===== src/hdl/cdrv_pkg.sv =====
// Package for the degree-based CORDIC rotate/vector unit.
// Holds widths, angle constants, the arctangent table and the FSM state type.
// No dependencies.
package cdrv_pkg;

  localparam int unsigned DataW      = 16;
  localparam int unsigned TableLen   = 14;
  localparam int unsigned Iterations = 14;
  localparam int unsigned IterW      = 4;

  localparam logic signed [DataW-1:0] Deg90  = 16'sd5760;
  localparam logic signed [DataW-1:0] Deg180 = 16'sd11520;
  localparam logic signed [DataW-1:0] Deg270 = 16'sd17280;
  localparam logic signed [DataW-1:0] Deg360 = 16'sd23040;
  localparam logic signed [DataW-1:0] Gain   = 16'sd39;

  typedef enum logic [1:0] {
    ST_IDLE,
    ST_ITER,
    ST_SCALE,
    ST_DONE
  } state_e;

  // Arctangent of 2^-n in degrees times 64.
  function automatic logic signed [DataW-1:0] atan_lookup(input logic [IterW-1:0] n);
    logic signed [DataW-1:0] r;
    unique case (n)
      4'd0:    r = 16'sd2880;
      4'd1:    r = 16'sd1700;
      4'd2:    r = 16'sd898;
      4'd3:    r = 16'sd456;
      4'd4:    r = 16'sd229;
      4'd5:    r = 16'sd115;
      4'd6:    r = 16'sd57;
      4'd7:    r = 16'sd29;
      4'd8:    r = 16'sd14;
      4'd9:    r = 16'sd7;
      4'd10:   r = 16'sd4;
      4'd11:   r = 16'sd2;
      4'd12:   r = 16'sd1;
      default: r = 16'sd0;
    endcase
    return r;
  endfunction

endpackage


===== src/hdl/cdrv_scale.sv =====
// Bit-serial gain correction: ((x/8)*39)/8 with truncation toward zero.
// Shift-and-add multiply, one multiplier bit per cycle. Depends on cdrv_pkg.
module cdrv_scale (
  input  logic                              clk_i,
  input  logic                              rst_ni,
  input  logic                              start_i,
  input  logic signed [cdrv_pkg::DataW-1:0] x_i,
  output logic                              done_o,
  output logic signed [cdrv_pkg::DataW-1:0] mag_o
);
  localparam int unsigned MulBits = 6; // 39 fits in six bits
  localparam int unsigned AccW    = 20;

  logic signed [AccW-1:0] acc_q, acc_d;
  logic signed [AccW-1:0] mcand_q, mcand_d;
  logic [MulBits-1:0]     mplier_q, mplier_d;
  logic [2:0]             cnt_q, cnt_d;
  logic                   busy_q, busy_d;
  logic signed [cdrv_pkg::DataW-1:0] q8;
  logic signed [AccW-1:0] prod;

  // Truncating divide by eight: bias negative values before the shift.
  assign q8 = (x_i + (x_i[cdrv_pkg::DataW-1] ? 16'sd7 : 16'sd0)) >>> 3;

  always_comb begin
    acc_d = acc_q; mcand_d = mcand_q; mplier_d = mplier_q;
    cnt_d = cnt_q; busy_d = busy_q;
    if (start_i) begin
      acc_d    = '0;
      mcand_d  = AccW'(q8);
      mplier_d = MulBits'(cdrv_pkg::Gain);
      cnt_d    = '0;
      busy_d   = 1'b1;
    end else if (busy_q) begin
      if (mplier_q[0]) acc_d = acc_q + mcand_q;
      mcand_d  = mcand_q <<< 1;
      mplier_d = mplier_q >> 1;
      cnt_d    = cnt_q + 3'd1;
      if (cnt_q == 3'(MulBits - 1)) busy_d = 1'b0;
    end
  end

  always_ff @(posedge clk_i or negedge rst_ni) begin
    if (!rst_ni) begin
      busy_q <= 1'b0;
      cnt_q  <= '0;
    end else begin
      busy_q <= busy_d;
      cnt_q  <= cnt_d;
    end
  end

  always_ff @(posedge clk_i) begin
    acc_q    <= acc_d;
    mcand_q  <= mcand_d;
    mplier_q <= mplier_d;
  end

  assign done_o = busy_q && (cnt_q == 3'(MulBits - 1)) && !start_i;
  // Last partial product is folded in here so done and the result line up.
  assign prod  = acc_q + (mplier_q[0] ? mcand_q : 20'sd0);
  assign mag_o = cdrv_pkg::DataW'((prod + (prod[AccW-1] ? 20'sd7 : 20'sd0)) >>> 3);
endmodule


===== config.mk =====
export PLATFORM = sky130hd
export DESIGN_NAME = cdrv_scale
export DESIGN_NICKNAME = d
export VERILOG_FILES = /design/src/hdl/cdrv_pkg.sv /design/src/hdl/cdrv_scale.sv
export SDC_FILE = /design/constraint.sdc
export NUM_CORES = 1
export LEC_CHECK = 0
export BUFFER_PORTS_ARGS = -buffer_cell sky130_fd_sc_hd__buf_2
export CAP_MARGIN = 20
export CORE_AREA = 2 2 93 95
export CTS_BUF_LIST = sky130_fd_sc_hd__clkbuf_4
export CTS_CLUSTER_DIAMETER = 60
export DETAILED_ROUTE_END_ITERATION = 16
export DIE_AREA = 0 0 95 97
export HOLD_SLACK_MARGIN = 0.1
export MAX_ROUTING_LAYER = met4
export PLACE_DENSITY = 0.88
export SYNTH_ARGS = -nofsm -noshare
export SYNTH_HDL_FRONTEND = slang
export SYNTH_SLANG_ARGS = --single-unit

===== constraint.sdc =====
create_clock -name clk_i -period 4.75 [get_ports clk_i]
set_input_delay 0.95 -clock clk_i [delete_from_list [all_inputs] [get_ports clk_i]]
set_output_delay 0.95 -clock clk_i [all_outputs]
set_load 0.02 [all_outputs]

==> results.sh <==
export IMPL_status="finished with violations"
export IMPL_violations="setup timing"
export IMPL_holdCritPathClass="in -> async"
export IMPL_pwr_share_clk_pct=6.5
export IMPL_grt_pass1_wl_um=18800
export IMPL_vias=4300
export IMPL_post_route_period_util_pct=111
export IMPL_reg2reg_depth=13
export IMPL_final_cells=726
export IMPL_final_common_cell="buf_4"
export IMPL_core_area_um2=8130
export IMPL_async_reset_ff_share_pct=8.00
export IMPL_dominantRegCellSynth="dfxtp_1"
export IMPL_path_cells="and2_4 -> ha_4 -> a21o_1 -> o21bai_1 -> a221o_1 -> a21oi_2 -> xor2_2 -> ha_1 -> and3_4 -> nand4b_1 -> a2111oi_4 -> o41ai_4 -> buf_4 -> or2_1 -> nand2b_1 -> xnor2_1 -> buf_4"
export IMPL_max_slew_margin_pct=35.3
export IMPL_wl_um=11600
export IMPL_viasPerCell=5.92
export IMPL_crit_type="reg -> out"
export IMPL_power_density_nw_per_um2=671
export IMPL_cp_max_fo=5
export IMPL_io_buffers=35
export IMPL_r2r_end="acc_q[16]$_SDFFE_PP0P_"
export IMPL_synth_cell_types=70
export IMPL_dpl_hpwl_um=8890
export IMPL_cp_slowest_cell="edfxtp_1"
export IMPL_yosysSeqAreaShare_pct=27.0
export IMPL_p_sw_share_pct=47.9
export IMPL_cp_depth=17
export IMPL_fp_dieW_um=95
export IMPL_diodes=0
export IMPL_p_total_mw=3.77
export IMPL_globalRouteOverflowTotal=0
export IMPL_clkTransAtPathRegs_ns=0.14
export IMPL_clock_sinks=50
export IMPL_post_route_min_period_ns=5.28
export IMPL_drt_iter0_markers=278
export IMPL_ys_ff_latch=50
export IMPL_drive_gt1_share_pct=26.9
export IMPL_irDropWorstVdd_mv=0.272
export IMPL_hold_viol=0
export IMPL_critPathBufInv=2
export IMPL_max_slew_worst_pin_slew_ns=0.971
export IMPL_cellLeakagePower_nw=2.47
export IMPL_path_common_cell="buf_4"
export IMPL_crit_required_ns=3.80
export IMPL_intPower_mw=1.97
export IMPL_switching_power_mw=1.81
export IMPL_fillers=628
export IMPL_placed_area_um2=5320
export IMPL_design_area_um2=5630
export IMPL_r2r_start="mcand_q[0]$_SDFFCE_PN0P_"
export IMPL_cp_start_kind="flop"
export IMPL_rsz0062_at_grt="yes"
export IMPL_path_delay_family="compound AO/OA/AOI/OAI gates"
export IMPL_drc=0
export IMPL_netlist_area_um2=4520
export IMPL_boundaryPins=36
export IMPL_nets=685
export IMPL_syn_area_per_cell_um2=8.47
export IMPL_combPwrFrac_pct=76.2
export IMPL_clockRootBuffer="clkbuf_4"
export IMPL_grt_use_total_pct=25.6
export IMPL_rows=33
export IMPL_r2r_setup_slack_ns=1.41
export IMPL_htreeDepth=2
export IMPL_setup_viol=16
export IMPL_max_cap_viol_count=0
export IMPL_dieArea_um2=9220
export IMPL_place_inst=708
export IMPL_cp_arrival_ns=4.33
export IMPL_syn_inst=534
export IMPL_synth_enable_flop_cells=20
export IMPL_cts_tree="yes"
export IMPL_crit_start="mcand_q[14]$_DFFE_PP_"
export IMPL_finalWorstSetupSlack_ns=-0.534
export IMPL_cp_endpoint="mag_o[9]"
export IMPL_cts_inserted_buffers=5
export IMPL_chipHeight_um=97
export IMPL_max_freq_ghz=0.189
export IMPL_yosys_warnings=0
export IMPL_area_growth_pct=24.5
export IMPL_drv_slew=0
export IMPL_fin_skew_ns=0.00774
export IMPL_grt_start_max_net_pins=60
export IMPL_ant_nets=0
export IMPL_clk_latency_ns=0.38
export IMPL_final_cell_mix="buf_4, a21oi_1, nor2_1"
export IMPL_start_util_pct=55.6
export IMPL_wire_per_inst_um=16.0
export IMPL_ctsLongestPathBuffers=2
export IMPL_power_frac_seq_pct=17.2
export IMPL_antenna_found_initial=0
export IMPL_place_gp_congestion=0.940
export IMPL_end_kind="primary output"
export IMPL_syn_num_nets=599
export IMPL_dr_pass1_iters=5
export IMPL_grt_pass1_vias=4189
export IMPL_max_stage_delay_ns=0.45
-- worst register-to-register path, cell delays in order (launching register included) --
cell	delay, ns
edfxtp_1	0.44
buf_4	0.16
ha_1	0.20
inv_1	0.08
fa_1	0.18
nor2b_1	0.06
o21ai_1	0.16
a21boi_0	0.18
or4_1	0.53
a31o_2	0.27
a22o_1	0.23
o31ai_1	0.32
nor4_1	0.09
a311o_1	0.35
-- worst min path at each step --
stage / startpoint / slack [ns] / to / depth (start not counted)
after floorplan: mplier_q[1]$_SDFFE_PP1P_ / 0.44 / mplier_q[1]$_SDFFE_PP1P_ / 2
after global placement: mplier_q[5]$_SDFFE_PP1P_ / 0.46 / mplier_q[5]$_SDFFE_PP1P_ / 2
after detailed placement: mplier_q[5]$_SDFFE_PP1P_ / 0.47 / mplier_q[5]$_SDFFE_PP1P_ / 2
after CTS: rst_ni / 0.34 / cnt_q[0]$_DFFE_PN0P_ / 1
after global routing: rst_ni / 0.33 / cnt_q[1]$_DFFE_PN0P_ / 1
final: rst_ni / 0.35 / busy_q$_DFF_PN0_ / 1
-- cell usage after synthesis (all sizes together), types with 3 or more instances --
| cell | instances | area [um^2] |
|---|---|---|
| a2111oi | 3 | 51.3 |
| a211oi | 11 | 105 |
| a21boi | 3 | 22.5 |
| a21o | 13 | 98.9 |
| a21oi | 53 | 269 |
| a221o | 3 | 30.0 |
| a31o | 3 | 26.3 |
| a31oi | 5 | 31.3 |
| and2 | 22 | 138 |
| and3 | 4 | 25.0 |
| and4 | 4 | 35.0 |
| buf | 4 | 25.0 |
| clkbuf | 15 | 56.3 |
| dfrtp | 4 | 100 |
| dfxtp | 26 | 521 |
| edfxtp | 20 | 601 |
| ha | 44 | 551 |
| inv | 21 | 78.8 |
| mux2i | 7 | 70.1 |
| nand2 | 45 | 169 |
| nand3 | 11 | 55.1 |
| nand4 | 12 | 87.6 |
| nor2 | 49 | 186 |
| nor2b | 6 | 37.5 |
| nor3 | 11 | 60.1 |
| nor4 | 4 | 40.0 |
| o211ai | 5 | 42.5 |
| o21a | 3 | 22.5 |
| o21ai | 23 | 115 |
| o21bai | 5 | 37.5 |
| o31ai | 8 | 60.1 |
| or2 | 6 | 37.5 |
| or3 | 3 | 18.8 |
| or4 | 4 | 33.8 |
| xnor2 | 29 | 254 |
| xor2 | 23 | 201 |
-- repair_timing --
action | in CTS | in global routing
buffers inserted | 5 | 5
pin swaps | 5 | 1
hold buffers | 0 | 0
endpoints found under the setup margin | 16 | 16
gates resized for setup | 26 | 13
-- cell type report --
| cell class | count | area (um^2) | share of cell area, % |
|---|---|---|---|
| Timing Repair Buffer | 98 | 699 | 12.4 |
| Tap cell | 105 | 131 | 2.33 |
| Inverter | 21 | 78.8 | 1.40 |
| Clock inverter | 3 | 40.0 | 0.712 |
| Sequential cell | 50 | 1220 | 21.8 |
| Multi-Input combinational cell | 444 | 3410 | 60.7 |
| Clock buffer | 5 | 37.5 | 0.667 |
-- routing by layer --
layer	global-route usage [%]	wire length [um]	up-vias	part of all wire [%]
met4	8.25	286	0	2.5
met5	-	0	-	0
met3	3.12	499	24	4.3
li1	-	-	2116	-
met2	42.1	5760	152	50
met1	32.5	5030	2008	43
-- state kept, by name (all words and copies together), names as in the netlist --
| register | flops |
|---|---|
| acc_q | 20 |
| busy_q | 1 |
| mcand_q | 20 |
| mplier_q | 6 |
| cnt_q | 3 |
-- stage by stage --
step	TNS (ns)	hold WS, ns	setup slack [ns]	utilization (%)
after global placement	0	0.458	0.0255	65.4
after global routing	-10.04	0.328	-0.785	69.2
after detailed placement	-0.604	0.470	-0.122	65.4
after floorplan	-0.0420	0.441	-0.0352	-
final	-6.55	0.347	-0.534	69.2
after CTS	-4.71	0.343	-0.429	68.1
-- power by group through the flow --
stage / Sequential (mW) / Combinational [mW] / Clock [mW]
after floorplan: 0.623 / 1.88 / 0
after global placement: 0.650 / 2.48 / 0
after detailed placement: 0.654 / 2.58 / 0
after CTS: 0.645 / 2.75 / 0.246
after global routing: 0.663 / 3.11 / 0.267
final: 0.650 / 2.88 / 0.246
-- logic make-up (layout without fill, tap and decap cells) --
| family | Yosys count | in the layout | share of synthesized area, % |
|---|---|---|---|
| AOI/OAI and AO/OA | 150 | 150 | 22.8 |
| DFF | 50 | 50 | 27.0 |
| adders and majority gates | 46 | 46 | 13.1 |
| muxes | 7 | 7 | 1.55 |
| and+or+nand+nor | 189 | 189 | 22.0 |
| xor gates and xnor gates | 52 | 52 | 10.1 |
| buffers and inverters | 40 | 127 | 3.54 |
Note: power is estimated with default switching activity, not from simulation.
